`src/rtl/core/assert_macros.svh`:
```
// ---------------------------------------------------------------------------
// Assertion macros
// Shared concurrent assertion forms for the triangle perimeter/area core.
// ---------------------------------------------------------------------------
`ifndef ASSERT_MACROS_SVH
`define ASSERT_MACROS_SVH

// Check on every clock edge outside reset
`define TPA_ASSERT(name, prop, msg) \
	name: assert property (@(posedge clk) disable iff (!arst_n) prop) \
		else $error(msg);

// Check on every clock edge, reset included
`define TPA_ASSERT_ALWAYS(name, prop, msg) \
	name: assert property (@(posedge clk) prop) else $error(msg);

`endif

```
`src/rtl/core/tpa_pkg.sv`:
```
// ---------------------------------------------------------------------------
// tpa_pkg
// Widths, status codes and request types for the triangle perimeter/area core.
// ---------------------------------------------------------------------------
package tpa_pkg;

	localparam int SIDE_W      = 16;
	localparam int PER_W       = 18;
	localparam int PROD_W      = 2 * PER_W;
	localparam int HALF_W      = PROD_W / 2;
	localparam int Q_W         = 66;
	localparam int ROOT_W      = Q_W / 2;
	localparam int REM_W       = ROOT_W + 2;
	localparam int AREA_W      = ROOT_W - 2;
	localparam int S_TDATA_W   = 48;
	localparam int M_TDATA_W   = 56;
	localparam int M_TUSER_W   = 2;
	localparam int QUEUE_DEPTH = 4;

	typedef enum logic [1:0] {
		ST_OK        = 2'd0,
		ST_ZERO_SIDE = 2'd1,
		ST_NO_TRI    = 2'd2
	} status_t;

	// Classified request handed from the front part to the back part
	typedef struct packed {
		logic [PER_W-1:0] per;
		logic [PER_W-1:0] d_a;
		logic [PER_W-1:0] d_b;
		logic [PER_W-1:0] d_c;
		status_t          status;
		logic             equi;
	} item_t;

	// Side information carried along the arithmetic pipe
	typedef struct packed {
		logic [PER_W-1:0] per;
		status_t          status;
		logic             equi;
	} meta_t;

endpackage

```
`src/rtl/core/tpa_queue.sv`:
```
// ---------------------------------------------------------------------------
// tpa_queue
// Short first-in first-out queue that decouples the front and back parts.
// ---------------------------------------------------------------------------
`include "assert_macros.svh"

module tpa_queue
	import tpa_pkg::*;
#(
	parameter int DEPTH = QUEUE_DEPTH
) (
	input  logic  clk,
	input  logic  arst_n,
	input  logic  push_vld,
	output logic  push_rdy,
	input  item_t push_item,
	output logic  pop_vld,
	input  logic  pop_rdy,
	output item_t pop_item
);

	localparam int PTR_W = (DEPTH > 1) ? $clog2(DEPTH) : 1;
	localparam int CNT_W = $clog2(DEPTH + 1);

	item_t            mem_q [DEPTH];
	logic [PTR_W-1:0] wr_ptr_q;
	logic [PTR_W-1:0] rd_ptr_q;
	logic [CNT_W-1:0] count_q;
	logic             push;
	logic             pop;

	assign push_rdy = (count_q != CNT_W'(DEPTH));
	assign pop_vld  = (count_q != '0);
	assign push     = push_vld && push_rdy;
	assign pop      = pop_vld && pop_rdy;
	assign pop_item = mem_q[rd_ptr_q];

	// Advance pointers and occupancy
	always_ff @(posedge clk or negedge arst_n) begin
		if (!arst_n) begin
			wr_ptr_q <= '0;
			rd_ptr_q <= '0;
			count_q  <= '0;
		end else begin
			if (push) begin
				wr_ptr_q <= (wr_ptr_q == PTR_W'(DEPTH - 1)) ? '0 : wr_ptr_q + 1'b1;
			end
			if (pop) begin
				rd_ptr_q <= (rd_ptr_q == PTR_W'(DEPTH - 1)) ? '0 : rd_ptr_q + 1'b1;
			end
			if (push && !pop) begin
				count_q <= count_q + 1'b1;
			end else if (pop && !push) begin
				count_q <= count_q - 1'b1;
			end
		end
	end

	// Store the pushed request
	always_ff @(posedge clk) begin
		if (push) begin
			mem_q[wr_ptr_q] <= push_item;
		end
	end

	`TPA_ASSERT(a_count_up,
		(push && !pop) |=> (count_q == $past(count_q) + 1'b1),
		"queue: occupancy did not rise on push")

	`TPA_ASSERT(a_count_down,
		(pop && !push) |=> (count_q == $past(count_q) - 1'b1),
		"queue: occupancy did not fall on pop")

endmodule

```
`config.mk`:
```
export PLATFORM = sky130hd
export DESIGN_NAME = tpa_queue
export DESIGN_NICKNAME = d
export VERILOG_FILES = /design/src/rtl/core/tpa_pkg.sv /design/src/rtl/core/tpa_queue.sv
export VERILOG_INCLUDE_DIRS = /design/src /design/src/rtl/core
export SDC_FILE = /design/constraint.sdc
export NUM_CORES = 1
export LEC_CHECK = 0
export ABC_AREA = 1
export BUFFER_PORTS_ARGS = -buffer_cell sky130_fd_sc_hd__buf_2
export CAP_MARGIN = 20
export CORE_MARGIN = 5
export CORE_UTILIZATION = 55
export CTS_CLUSTER_SIZE = 20
export DETAILED_ROUTE_END_ITERATION = 6
export PLACE_DENSITY_LB_ADDON = 0.08
export SYNTH_ARGS = -nofsm -noshare
export SYNTH_HDL_FRONTEND = slang
export SYNTH_SLANG_ARGS = --single-unit
```
`constraint.sdc`:
```
create_clock -name clk -period 6.3 [get_ports clk]
set_clock_uncertainty 0.05 [all_clocks]
set_input_delay 0.63 -clock clk [delete_from_list [all_inputs] [get_ports clk]]
set_output_delay 0.63 -clock clk [all_outputs]
set_load 0.005 [all_outputs]
```
==> impl_metrics.py <==
metrics = {
    "run_status": {
        "outcome": "finished, final reports clean",
    },
    "drt": {
        "detail_route.vias_per_cell": 5.01,
        "detail_route.first_pass.iterations": 4,
        "drt_iter0_drc": 437,
        "detail_route.wl_per_cell_um": 16.4,
        "wl_mm": 23.3,
        "via_count": 7099,
        "antenna_left": 0,
        "drcViolationCount": 0,
    },
    "logic_synthesis": {
        "synth.top_cell.area_share": 0.702,
        "synth_edf_count": 300,
        "avgSynthCellArea_um2": 13.7,
        "async_reset_ff_frac": 0.0228,
        "seq_area_frac_synth": 0.716,
        "ys_ff_latch": 307,
        "synthTopCellsByArea": "edfxtp_1, nand2_1, o211ai_2",
        "syn_nets": 1021,
        "yosysTopAreaCell": "edfxtp_1",
        "ys_types": 18,
        "synth-main-ff-cell": "edfxtp_1",
        "synthesis.area_um2": 12800,
        "ys.warnings.count": 0,
        "synth_cells": 935,
    },
    "placed_design": {
        "dp_hpwl_mm": 13.0,
        "routabilityCongestion": 0.714,
        "io_buffers": 155,
    },
    "clock_tree": {
        "hold_buffers": 1,
        "clk_pin_slew_ps": 60,
        "cts.sinks": 307,
        "post_cts_buffers": 0,
        "clk_latency_ps": 550,
        "post_cts_resized": 0,
        "clockBufferDepth": 3,
        "htreeDepth": 1,
        "cts_tree": "done",
        "numCtsBuffers": 31,
        "cts-root-buf": "clkbuf_16",
    },
    "pwr": {
        "irDropWorstVdd_uv": 344,
        "fin_total_pwr_uw": 6690,
        "p_leak_uw": 0.00583,
        "powerDensity_nw_per_um2": 458,
    },
    "timing": {
        "hold_violations": 0,
        "timing.slew.headroom": 0.327,
        "slew_viol_final": 0,
        "period_share": 0.573,
        "setup_viol": 0,
        "period_minus_slack_ps": 3610,
        "rsz0062_at_grt": "no",
        "clock.fmax_mhz": 277,
        "worst_pin_slew_ps": 1010,
        "setup_tns_ps": 0,
    },
    "floorplanning": {
        "chipHeight_um": 163,
        "initial_core_util": 0.563,
        "core_um2": 22800,
        "io_pins": 156,
        "die_x_um": 163,
        "rows": 55,
        "die-area_um2": 26500,
    },
    "worst_setup_path": {
        "criticalPathCategory": "flop to primary output",
        "endpoint": "pop_item[13]",
        "cp-end-kind": "primary output",
        "r2r_slack_ps": 3410,
        "reg2regPathDepth": 5,
        "r2r-start": "count_q[0]",
        "cp-start-kind": "flop",
        "r2r-end": "mem_q[1][25]",
        "crit_required_ps": 5620,
        "crit_start": "rd_ptr_q[0]",
        "cp_max_fo": 224,
        "arrival_ps": 2930,
    },
    "layout": {
        "final_nets": 1167,
        "fillerInstances": 1725,
        "antenna-diode-count": 0,
        "synthToLayoutAreaGrowth_pct": 13.9,
        "drive_above_1_share": 0.247,
    },
    "global_route": {
        "first_global_vias": 7062,
        "grt_usage": 0.176,
        "grt_max_degree": 225,
        "grt_pass1_wl_mm": 36.8,
        "gr-total-overflow": 0,
        "antenna_found_initial": 4,
    },
    "job": {
        "maxCapViolations": 0,
    },
    "min_path": {
        "hp-class": "input port to flop",
    },
}
==> layout by cell type, fill, tap and decap left out, types with 2 or more instances in the layout <==
cell type  count
edfxtp_1     300
nand2_1      240
inv_1        163
buf_2        155
o211ai_1      87
o211ai_2      63
clkbuf_16     31
clkinv_1      12
nand3_1        7
ha_1           6
buf_4          6
clkbuf_1       5
dfrtp_1        5
nor2_4         4
bufinv_16      4
clkinv_2       4
nor2_1         2
dfrtp_4        2
==> area by class of cell <==
class / count / area [µm²] / share of cell area
clock buffer: 36 / 795 / 0.0544
tap: 313 / 392 / 0.0268
sequential: 307 / 9190 / 0.629
clock inverter: 21 / 194 / 0.0133
inverter: 164 / 616 / 0.0421
multi-input combinational: 413 / 2540 / 0.174
timing repair buffer: 164 / 878 / 0.0601
==> worst min-delay path by stage <==
stage	slack [ps]	from	depth (start not counted)	end
6_report	240	push_item[41]	1	mem_q[0][41]
5_1_grt	220	push_item[1]	1	mem_q[3][1]
4_1_cts	220	push_item[41]	1	mem_q[1][41]
3_3_place_gp	430	arst_n	1	wr_ptr_q[0]
2_1_floorplan	280	arst_n	0	count_q[0]
3_5_place_dp	430	arst_n	1	wr_ptr_q[0]
==> routing by layer <==
metal,vias to the layer above,GRT usage,wire (µm),share of wire
met5,-,0,40,0.0017
met4,8,0.0404,318,0.014
met3,32,0.0362,1210,0.052
met2,148,0.309,11700,0.50
met1,3370,0.226,9960,0.43
li1,3541,-,-,-
==> critical path: stages (launching register included) <==
cell and delay (ps):
dfrtp_4 970, buf_12 760, nand2_1 140, o211ai_1 130, nand2_1 100, buf_2 140
==> where the power goes <==
part	internal, µW	switching (µW)	leakage (µW)
combinational	752	1290	0.00252
sequential	2690	200	0.00283
clock	1060	707	0.000483
total	4490	2200	0.00583
==> cells by family (layout without fill, tap and decap cells) <==
| kind of cell | Yosys count | in the layout | synth area share |
|---|---|---|---|
| xor+xnor | 1 | 1 | 0.000683 |
| flops | 307 | 307 | 0.716 |
| fa+ha+maj | 7 | 7 | 0.00741 |
| compound gates | 151 | 151 | 0.113 |
| buf+inv | 215 | 385 | 0.0878 |
| simple gates | 254 | 254 | 0.0752 |
==> flip-flops by register name, indices dropped and copies added, names as in the netlist <==
name / cells
count_q: 3
rd_ptr_q: 2
wr_ptr_q: 2
mem_q: 300
==> stage by stage <==
| step | setup slack (ps) | instances | instance area, µm² | hold WS, ps | util |
|---|---|---|---|---|---|
| global placement | 3260 | 1359 | 13600 | 427 | 0.596 |
| global route | 2450 | 1418 | 14600 | 225 | 0.641 |
| floorplan | 1830 | 935 | 12800 | 284 | - |
| detailed placement | 3260 | 1359 | 13600 | 427 | 0.596 |
| finish | 2690 | 1418 | 14600 | 241 | 0.641 |
| CTS | 2650 | 1417 | 14600 | 217 | 0.640 |
==> synthesized netlist by cell type, types with 6 or more instances <==
library cell	number
inv_1	163
nor2_1	6
dfrtp_1	7
buf_6	32
o211ai_1	87
buf_2	9
buf_4	6
edfxtp_1	300
ha_1	6
nand2_1	240
nand3_1	7
o211ai_2	63
Power figures use the tool's default switching activity.
