`src/rtl/core/assert_macros.svh`:
```
// ---------------------------------------------------------------------------
// Assertion macros
// Shared concurrent assertion forms for the triangle perimeter/area core.
// ---------------------------------------------------------------------------
`ifndef ASSERT_MACROS_SVH
`define ASSERT_MACROS_SVH

// Check on every clock edge outside reset
`define TPA_ASSERT(name, prop, msg) \
	name: assert property (@(posedge clk) disable iff (!arst_n) prop) \
		else $error(msg);

// Check on every clock edge, reset included
`define TPA_ASSERT_ALWAYS(name, prop, msg) \
	name: assert property (@(posedge clk) prop) else $error(msg);

`endif

```
`src/rtl/core/tpa_pkg.sv`:
```
// ---------------------------------------------------------------------------
// tpa_pkg
// Widths, status codes and request types for the triangle perimeter/area core.
// ---------------------------------------------------------------------------
package tpa_pkg;

	localparam int SIDE_W      = 16;
	localparam int PER_W       = 18;
	localparam int PROD_W      = 2 * PER_W;
	localparam int HALF_W      = PROD_W / 2;
	localparam int Q_W         = 66;
	localparam int ROOT_W      = Q_W / 2;
	localparam int REM_W       = ROOT_W + 2;
	localparam int AREA_W      = ROOT_W - 2;
	localparam int S_TDATA_W   = 48;
	localparam int M_TDATA_W   = 56;
	localparam int M_TUSER_W   = 2;
	localparam int QUEUE_DEPTH = 4;

	typedef enum logic [1:0] {
		ST_OK        = 2'd0,
		ST_ZERO_SIDE = 2'd1,
		ST_NO_TRI    = 2'd2
	} status_t;

	// Classified request handed from the front part to the back part
	typedef struct packed {
		logic [PER_W-1:0] per;
		logic [PER_W-1:0] d_a;
		logic [PER_W-1:0] d_b;
		logic [PER_W-1:0] d_c;
		status_t          status;
		logic             equi;
	} item_t;

	// Side information carried along the arithmetic pipe
	typedef struct packed {
		logic [PER_W-1:0] per;
		status_t          status;
		logic             equi;
	} meta_t;

endpackage

```
`src/rtl/core/tpa_front.sv`:
```
// ---------------------------------------------------------------------------
// tpa_front
// Accepts a request, forms the perimeter and the Heron differences and
// classifies the triangle into one registered stage.
// ---------------------------------------------------------------------------
`include "assert_macros.svh"

module tpa_front
	import tpa_pkg::*;
(
	input  logic              clk,
	input  logic              arst_n,
	input  logic              in_vld,
	output logic              in_rdy,
	input  logic [SIDE_W-1:0] side_a,
	input  logic [SIDE_W-1:0] side_b,
	input  logic [SIDE_W-1:0] side_c,
	output logic              out_vld,
	input  logic              out_rdy,
	output item_t             out_item
);

	logic             vld_s1;
	item_t            item_s1;
	item_t            item_nx;
	logic [PER_W-1:0] per;
	logic [PER_W-1:0] tw_a;
	logic [PER_W-1:0] tw_b;
	logic [PER_W-1:0] tw_c;
	logic             zero_side;
	logic             too_long;

	// Take a new request whenever the stage is empty or drains this cycle
	assign in_rdy   = !vld_s1 || out_rdy;
	assign out_vld  = vld_s1;
	assign out_item = item_s1;

	// Classify: zero side first, then triangle inequality
	always_comb begin
		per       = PER_W'(side_a) + PER_W'(side_b) + PER_W'(side_c);
		tw_a      = {1'b0, side_a, 1'b0};
		tw_b      = {1'b0, side_b, 1'b0};
		tw_c      = {1'b0, side_c, 1'b0};
		zero_side = (side_a == '0) || (side_b == '0) || (side_c == '0);
		too_long  = (tw_a > per) || (tw_b > per) || (tw_c > per);
		item_nx.per = per;
		item_nx.d_a = per - tw_a;
		item_nx.d_b = per - tw_b;
		item_nx.d_c = per - tw_c;
		if (zero_side) begin
			item_nx.status = ST_ZERO_SIDE;
		end else if (too_long) begin
			item_nx.status = ST_NO_TRI;
		end else begin
			item_nx.status = ST_OK;
		end
		item_nx.equi = !zero_side && !too_long && (side_a == side_b) && (side_a == side_c);
	end

	// Hold the stage valid flag
	always_ff @(posedge clk or negedge arst_n) begin
		if (!arst_n) begin
			vld_s1 <= 1'b0;
		end else if (in_rdy) begin
			vld_s1 <= in_vld;
		end
	end

	// Load the classified request
	always_ff @(posedge clk) begin
		if (in_vld && in_rdy) begin
			item_s1 <= item_nx;
		end
	end

	`TPA_ASSERT(a_zero_side_class,
		(in_vld && in_rdy && side_a == '0) |=> (item_s1.status == ST_ZERO_SIDE),
		"front: zero side not classified")

	`TPA_ASSERT(a_equi_only_ok,
		(vld_s1 && item_s1.equi) |-> (item_s1.status == ST_OK),
		"front: equilateral flag on an error request")

endmodule

```
`config.mk`:
```
export PLATFORM = sky130hd
export DESIGN_NAME = tpa_front
export DESIGN_NICKNAME = d
export VERILOG_FILES = /design/src/rtl/core/tpa_pkg.sv /design/src/rtl/core/tpa_front.sv
export VERILOG_INCLUDE_DIRS = /design/src /design/src/rtl/core
export SDC_FILE = /design/constraint.sdc
export NUM_CORES = 1
export LEC_CHECK = 0
export BUFFER_PORTS_ARGS = -buffer_cell sky130_fd_sc_hd__clkbuf_2
export CORE_MARGIN = 2
export CORE_UTILIZATION = 56
export CTS_BUF_LIST = sky130_fd_sc_hd__clkbuf_8 sky130_fd_sc_hd__clkbuf_16
export DETAILED_ROUTE_END_ITERATION = 10
export HOLD_SLACK_MARGIN = 0.06
export MAX_ROUTING_LAYER = met4
export PLACE_DENSITY = 0.84
export SLEW_MARGIN = 10
export SYNTH_ARGS = -nofsm -noshare
export SYNTH_HDL_FRONTEND = slang
export SYNTH_SLANG_ARGS = --single-unit
```
`constraint.sdc`:
```
create_clock -name clk -period 2.9 [get_ports clk]
set_input_delay 0 -clock clk [delete_from_list [all_inputs] [get_ports clk]]
set_output_delay 0 -clock clk [all_outputs]
set_load 0.05 [all_outputs]
```
==> results of run 1 <==
==> repair_timing <==
item,CTS
setup endpoints to repair,38
hold endpoints to repair,2
gates resized for setup,119
buffers inserted,42
pin swaps,70
hold buffers,4
==> through the flow <==
step	cells	worst slack (ps)	util, %	area, µm²	setup TNS [ps]
after global placement	1037	-1270	81.9	8490	-32120
after detailed placement	1037	-1500	81.9	8490	-38440
after floorplan	570	-1060	-	6140	-15210
after CTS	1091	-841	93.1	9660	-18650
==> layer usage <==
layer / GRT usage, % / GRT overflow
met4: 117 / 261
met3: 72.8 / 6
met2: 134 / 795
met5: - / -
met1: 87.7 / 12
==> kinds of logic after synthesis <==
logic type / share of synthesized area, %
AOI/OAI and AO/OA: 16.8
xor gates and xnor gates: 9.59
adders and majority gates: 23.0
buffers and inverters: 4.55
DFF: 36.3
and+or+nand+nor: 9.72
==> synth_stat cells (2+ instances only) <==
| cell | count | area share [%] |
|---|---|---|
| sky130_fd_sc_hd__nand2b_1 | 11 | 1.1 |
| sky130_fd_sc_hd__edfxtp_1 | 72 | 36 |
| sky130_fd_sc_hd__ha_1 | 79 | 16 |
| sky130_fd_sc_hd__xor2_1 | 30 | 4.4 |
| sky130_fd_sc_hd__nor2b_1 | 9 | 0.93 |
| sky130_fd_sc_hd__nor2_1 | 31 | 1.9 |
| sky130_fd_sc_hd__a211o_1 | 2 | 0.29 |
| sky130_fd_sc_hd__o21ai_0 | 25 | 2.1 |
| sky130_fd_sc_hd__a41oi_1 | 2 | 0.29 |
| sky130_fd_sc_hd__o31a_1 | 2 | 0.29 |
| sky130_fd_sc_hd__xnor2_1 | 36 | 5.2 |
| sky130_fd_sc_hd__and4_1 | 2 | 0.29 |
| sky130_fd_sc_hd__fa_1 | 20 | 6.6 |
| sky130_fd_sc_hd__and3_1 | 3 | 0.31 |
| sky130_fd_sc_hd__a211oi_1 | 10 | 1.2 |
| sky130_fd_sc_hd__buf_4 | 3 | 0.37 |
| sky130_fd_sc_hd__and2_1 | 4 | 0.42 |
| sky130_fd_sc_hd__o21bai_1 | 8 | 1.0 |
| sky130_fd_sc_hd__nand3_1 | 6 | 0.50 |
| sky130_fd_sc_hd__o21a_1 | 15 | 1.9 |
| sky130_fd_sc_hd__nand2_1 | 9 | 0.56 |
| sky130_fd_sc_hd__nor3_1 | 3 | 0.25 |
| sky130_fd_sc_hd__nand4_1 | 7 | 0.73 |
| sky130_fd_sc_hd__a21o_1 | 17 | 2.1 |
| sky130_fd_sc_hd__o31ai_1 | 3 | 0.37 |
| sky130_fd_sc_hd__nor4_1 | 20 | 2.1 |
| sky130_fd_sc_hd__inv_1 | 66 | 4.1 |
| sky130_fd_sc_hd__a31oi_1 | 3 | 0.31 |
| sky130_fd_sc_hd__a21oi_1 | 47 | 3.9 |
==> results_tabular.tex, run 1 <==
\begin{tabular}{lr}
\hline
Metric & Value \\
\hline
\multicolumn{2}{l}{\textbf{Outcome}} \\
Run status & stopped before the end \\
Stage where the flow stopped & global routing \\
First error & [ERROR GRT-0232] Routing congestion too high. Check the congestion heatmap in the GUI. \\
\multicolumn{2}{l}{\textbf{Synthesis}} \\
Netlist Area Pre-Place & 6030 µm² \\
Distinct cell type count of the synthesized netlist & 54 \\
Synthesized netlist cell count & 570 \\
Net count of the mapped netlist & 721 \\
FF+latch count, synth & 73 \\
Main flop type after synthesis & sky130\_fd\_sc\_hd\_\_edfxtp\_1 \\
Post-synthesis sequential area ratio & 36.3\% \\
Mean instance size in the synthesized netlist & 10.6 µm² \\
Total of warnings raised by yosys & 0 \\
Proportion of register bits with asynchronous set or reset after synthesis & 1.37\% \\
Number of enable-type register cells in the synthesized netlist & 72 \\
\multicolumn{2}{l}{\textbf{Clock tree}} \\
Clock tree buffer depth & 2 \\
Htree depth & 3 \\
TritonCTS buffer count & 9 \\
\# clock sinks & 73 \\
Root cell of the clock tree & sky130\_fd\_sc\_hd\_\_clkbuf\_8 \\
\multicolumn{2}{l}{\textbf{Floorplanning}} \\
I/O Pins & 129 \\
FP Rows & 37 \\
Width of the die & 108 µm \\
Die Y & 108 µm \\
Starting density of the core & 58.1\% \\
\multicolumn{2}{l}{\textbf{Placement}} \\
Placed wire-length estimate & 15,800 µm \\
Port Buf Inserts & 128 \\
Global placer's final weighted congestion & 0.934 \\
\multicolumn{2}{l}{\textbf{Timing}} \\
Final worst endpoint reported by repair\_timing after global routing & out\_item[0]\$\_DFFE\_PP\_/D \\
WEP type & sequential cell input \\
\multicolumn{2}{l}{\textbf{GRT}} \\
Global routing usage summed across all routing layers & 102\% \\
Global route total overflow & 1,074 \\
Maximum number of pins on one net before global-route repair & 46 \\
\hline
\end{tabular}
==> run 2, diff against run 1 <==
Settings changed: CORE_UTILIZATION 56 to 40, CTS_BUF_LIST sky130_fd_sc_hd__clkbuf_8 sky130_fd_sc_hd__clkbuf_16 to not set, HOLD_SLACK_MARGIN 0.06 to not set, MAX_ROUTING_LAYER met4 to not set, PLACE_DENSITY 0.84 to not set, PLACE_DENSITY_LB_ADDON set to 0.15.
==> run 2 against run 1 <==
Net effect: the flow now finishes, with violations (negative setup slack); synthesized cell count stayed put; area after synthesis stayed put.
==> results_tabular.tex, run 2 <==
\begin{tabular}{lr}
\hline
Metric & Value \\
\hline
\multicolumn{2}{l}{\textbf{Detailed routing}} \\
Detailed router's first-iteration violation count & 321 \\
Final antenna-violating net count & 0 \\
Final wirelength & 19,700 µm \\
First-pass detailed-route iteration total & 5 \\
Drt wl/cell & 17.2 µm \\
Post-route DRC violation count & 0 \\
DR vias/cell & 5.07 \\
Count of vias placed by the detailed router & 5,816 \\
\multicolumn{2}{l}{\textbf{Worst hold path}} \\
Worst hold path cell count & 4 \\
Type of the tightest min-delay check & input pin to flop \\
\multicolumn{2}{l}{\textbf{Clock tree}} \\
TritonCTS buffer count & 9 (unchanged) \\
\# clock sinks & 73 (unchanged) \\
Latest clock arrival within the worst-skew pair & 350 ps \\
Clock-pin slew reported for the worst setup and hold paths after clock tree synthesis & 70 ps \\
Clock tree buffer depth & 2 (unchanged) \\
Htree depth & 3 (unchanged) \\
CTS tree & built \\
Root cell of the clock tree & sky130\_fd\_sc\_hd\_\_clkbuf\_16 \\
\multicolumn{2}{l}{\textbf{GRT}} \\
Global routing usage summed across all routing layers & 23.8\% \\
Number of antenna violations at the first check in global routing & 0 \\
First-pass GRT wire length & 29,700 µm \\
Vias in the first global route & 5,974 \\
Global route total overflow & 0 \\
Maximum number of pins on one net before global-route repair & 29 \\
\multicolumn{2}{l}{\textbf{Timing}} \\
Tmin final & 4010 ps \\
Transition time of the tightest slew-check pin & 618 ps \\
Setup repair after global routing missed its margin & yes \\
Fin worst setup slack & -1110 ps \\
Number of failing setup endpoints in the final timing report & 35 \\
Total count of hold-check failures in the final report & 0 \\
Max Transition Viols Final & 0 \\
Maximum achievable frequency & 249 MHz \\
WHS & 156 ps \\
Post-route clock period utilization & 138\% \\
Slew margin rel. & 58.8\% \\
Sum Neg Setup Slack & -19,940 ps \\
Maximum clock skew at final layout & 8.26 ps \\
\multicolumn{2}{l}{\textbf{Layout}} \\
Diodes inserted & 0 \\
Fraction of final layout cells sized beyond drive strength 1 & 52.2\% \\
Most common cell after layout, fill and taps aside & sky130\_fd\_sc\_hd\_\_buf\_4 \\
Most used cells in the layout excluding fill and tap cells & sky130\_fd\_sc\_hd\_\_buf\_4 (228), sky130\_fd\_sc\_hd\_\_clkbuf\_2 (126), sky130\_fd\_sc\_hd\_\_edfxtp\_1 (72) \\
Post-layout instance count excluding filler cells & 1,147 \\
Net count reported at finish & 1,109 \\
Synthesis-to-layout area growth & 64.8\% \\
Flip-flop count of the largest register after layout & 72 \\
Fillers & 1,118 \\
\multicolumn{2}{l}{\textbf{Synthesis}} \\
Distinct cell type count of the synthesized netlist & 54 (unchanged) \\
Top cells by count, synth & sky130\_fd\_sc\_hd\_\_ha\_1 (79), sky130\_fd\_sc\_hd\_\_edfxtp\_1 (72), sky130\_fd\_sc\_hd\_\_inv\_1 (66), sky130\_fd\_sc\_hd\_\_a21oi\_1 (47), sky130\_fd\_sc\_hd\_\_xnor2\_1 (36) \\
Cell types with the largest area share after synthesis & sky130\_fd\_sc\_hd\_\_edfxtp\_1 (36\%), sky130\_fd\_sc\_hd\_\_ha\_1 (16\%), sky130\_fd\_sc\_hd\_\_fa\_1 (6.6\%) \\
Most used standard cell by instance count after synthesis & sky130\_fd\_sc\_hd\_\_ha\_1 \\
Netlist Area Pre-Place & 6030 µm² (unchanged) \\
Net count of the mapped netlist & 721 (unchanged) \\
Proportion of register bits with asynchronous set or reset after synthesis & 1.37\% (unchanged) \\
FF+latch count, synth & 73 (unchanged) \\
Mean instance size in the synthesized netlist & 10.6 µm² (unchanged) \\
Post-synthesis sequential area ratio & 36.3\% (unchanged) \\
Main flop type after synthesis & sky130\_fd\_sc\_hd\_\_edfxtp\_1 \\
Proportion of netlist area held by the largest area contributor & 35.9\% (unchanged) \\
Library cell with the largest summed area after synthesis & sky130\_fd\_sc\_hd\_\_edfxtp\_1 \\
Synthesized netlist cell count & 570 (unchanged) \\
Number of enable-type register cells in the synthesized netlist & 72 (unchanged) \\
Total of warnings raised by yosys & 0 (unchanged) \\
\multicolumn{2}{l}{\textbf{Worst setup path}} \\
CP arrival & 4120 ps \\
Startpoint class of the critical path & input pin \\
CP Capture Type & flop \\
Worst Path Required & 3010 ps \\
R2R depth & 3 \\
Maximum fanout encountered on the critical timing path & 3 \\
Critical setup path kind & input pin to flop \\
\multicolumn{2}{l}{\textbf{Pwr}} \\
Power density over cell area & 1060 nW/µm² \\
Static leakage power & 4.68 nW \\
VDD IR-drop max & 0.628 mV \\
\multicolumn{2}{l}{\textbf{Floorplanning}} \\
Die area & 16,100 µm² \\
FP Rows & 44 (+19\%) \\
I/O Pins & 129 (unchanged) \\
Die Y & 127 µm (+18\%) \\
Area of the core & 14,600 µm² \\
Starting density of the core & 41.1\% (-17 points) \\
Width of the die & 127 µm (+18\%) \\
\multicolumn{2}{l}{\textbf{Placement}} \\
Total placed cells including tap cells & 1,093 (+5.4\%) \\
Global placer's final weighted congestion & 0.922 (-1.2\%) \\
Place WS & -1500 ps (-0.580 ps) \\
Port Buf Inserts & 128 (unchanged) \\
Placed wire-length estimate & 15,100 µm (-4.5\%) \\
\multicolumn{2}{l}{\textbf{Outcome}} \\
Run status & complete, but fails checks \\
Violated checks & negative setup slack \\
\multicolumn{2}{l}{\textbf{Run}} \\
Reported max-cap violation count & 0 \\
\hline
\end{tabular}
[run 2: routing by layer]
metal / vias to the layer above / track usage [%] / part of all wire [%]
met1: 2797 / 33.4 / 48
li1: 2864 / - / -
met5: - / 0 / 0
met4: 0 / 7.18 / 1.4
met3: 16 / 3.04 / 3.8
met2: 139 / 38.9 / 47
[run 2: path summary, 6_finish.rpt]
check | slack, ps | from | to
setup / recovery | -1110 | side_c[1] | out_item[0]
hold / removal | 160 | side_b[0] | out_item[57]
setup reg to reg | 1020 | out_vld | out_item[63]
hold reg to reg | 1080 | out_vld | out_vld
max in group asynchronous | 2310 | arst_n | out_vld
min in group asynchronous | 490 | arst_n | out_vld
[run 2: metrics by stage]
| step | utilization (%) | total power [W] | instance area [µm²] |
|---|---|---|---|
| after floorplan | - | 0.00560 | 6140 |
| after global placement | 58.7 | 0.00785 | 8600 |
| after detailed placement | 58.7 | 0.00793 | 8600 |
| after CTS | 64.6 | 0.00984 | 9460 |
| after global routing | 67.8 | 0.0111 | 9930 |
| final | 67.8 | 0.0105 | 9930 |
[run 2: cells by family after synthesis]
logic type / Yosys count / share of synthesized area [%]
buffers and inverters: 70 / 4.55
flip-flops: 73 / 36.3
XOR/XNOR: 66 / 9.59
AO/OA/AOI/OAI: 152 / 16.8
adder cells (fa/ha/maj): 99 / 23.0
AND/OR/NAND/NOR: 110 / 9.72
[run 2: power by group]
part	total, W	internal, W	switching [W]
Sequential	0.00182	0.00174	0.0000864
Combinational	0.00745	0.00342	0.00404
Clock	0.00123	0.000754	0.000476
Total	0.0105	0.00591	0.00460
[run 2: cell type report]
class,count,area [µm²],area share [%]
Multi-Input combinational cell,427,4290,43.2
Timing Repair Buffer,381,2650,26.7
Sequential cell,73,2190,22.0
Inverter,66,253,2.54
Tap cell,184,230,2.32
Clock buffer,9,225,2.27
Clock inverter,7,91.3,0.920
[run 2: repair_timing]
action / CTS / global route
setup buffers: 22 / 18
resized for setup: 63 / 72
pin swaps: 36 / 59
hold buffers: 4 / 0
endpoints found under the hold margin: 2 / 0
endpoints found under the setup margin: 35 / 39
[run 2: critical path: stages]
cell                       delay, ps
sky130_fd_sc_hd__buf_8            80
sky130_fd_sc_hd__inv_4            30
sky130_fd_sc_hd__fa_1            550
sky130_fd_sc_hd__inv_2            50
sky130_fd_sc_hd__ha_4            150
sky130_fd_sc_hd__fa_2            350
sky130_fd_sc_hd__a211oi_2        240
sky130_fd_sc_hd__o21bai_1        120
sky130_fd_sc_hd__a21oi_2         190
sky130_fd_sc_hd__buf_4           130
sky130_fd_sc_hd__o21bai_1         70
sky130_fd_sc_hd__a21oi_1         200
sky130_fd_sc_hd__xnor2_1         200
sky130_fd_sc_hd__ha_1            330
sky130_fd_sc_hd__a21o_1          210
sky130_fd_sc_hd__buf_6           130
sky130_fd_sc_hd__a211oi_4        270
sky130_fd_sc_hd__o31ai_2         110
sky130_fd_sc_hd__o311ai_1        300
sky130_fd_sc_hd__buf_4           190
sky130_fd_sc_hd__o41ai_4          60
sky130_fd_sc_hd__and2_1          160
(Power assumes the default switching activity.)
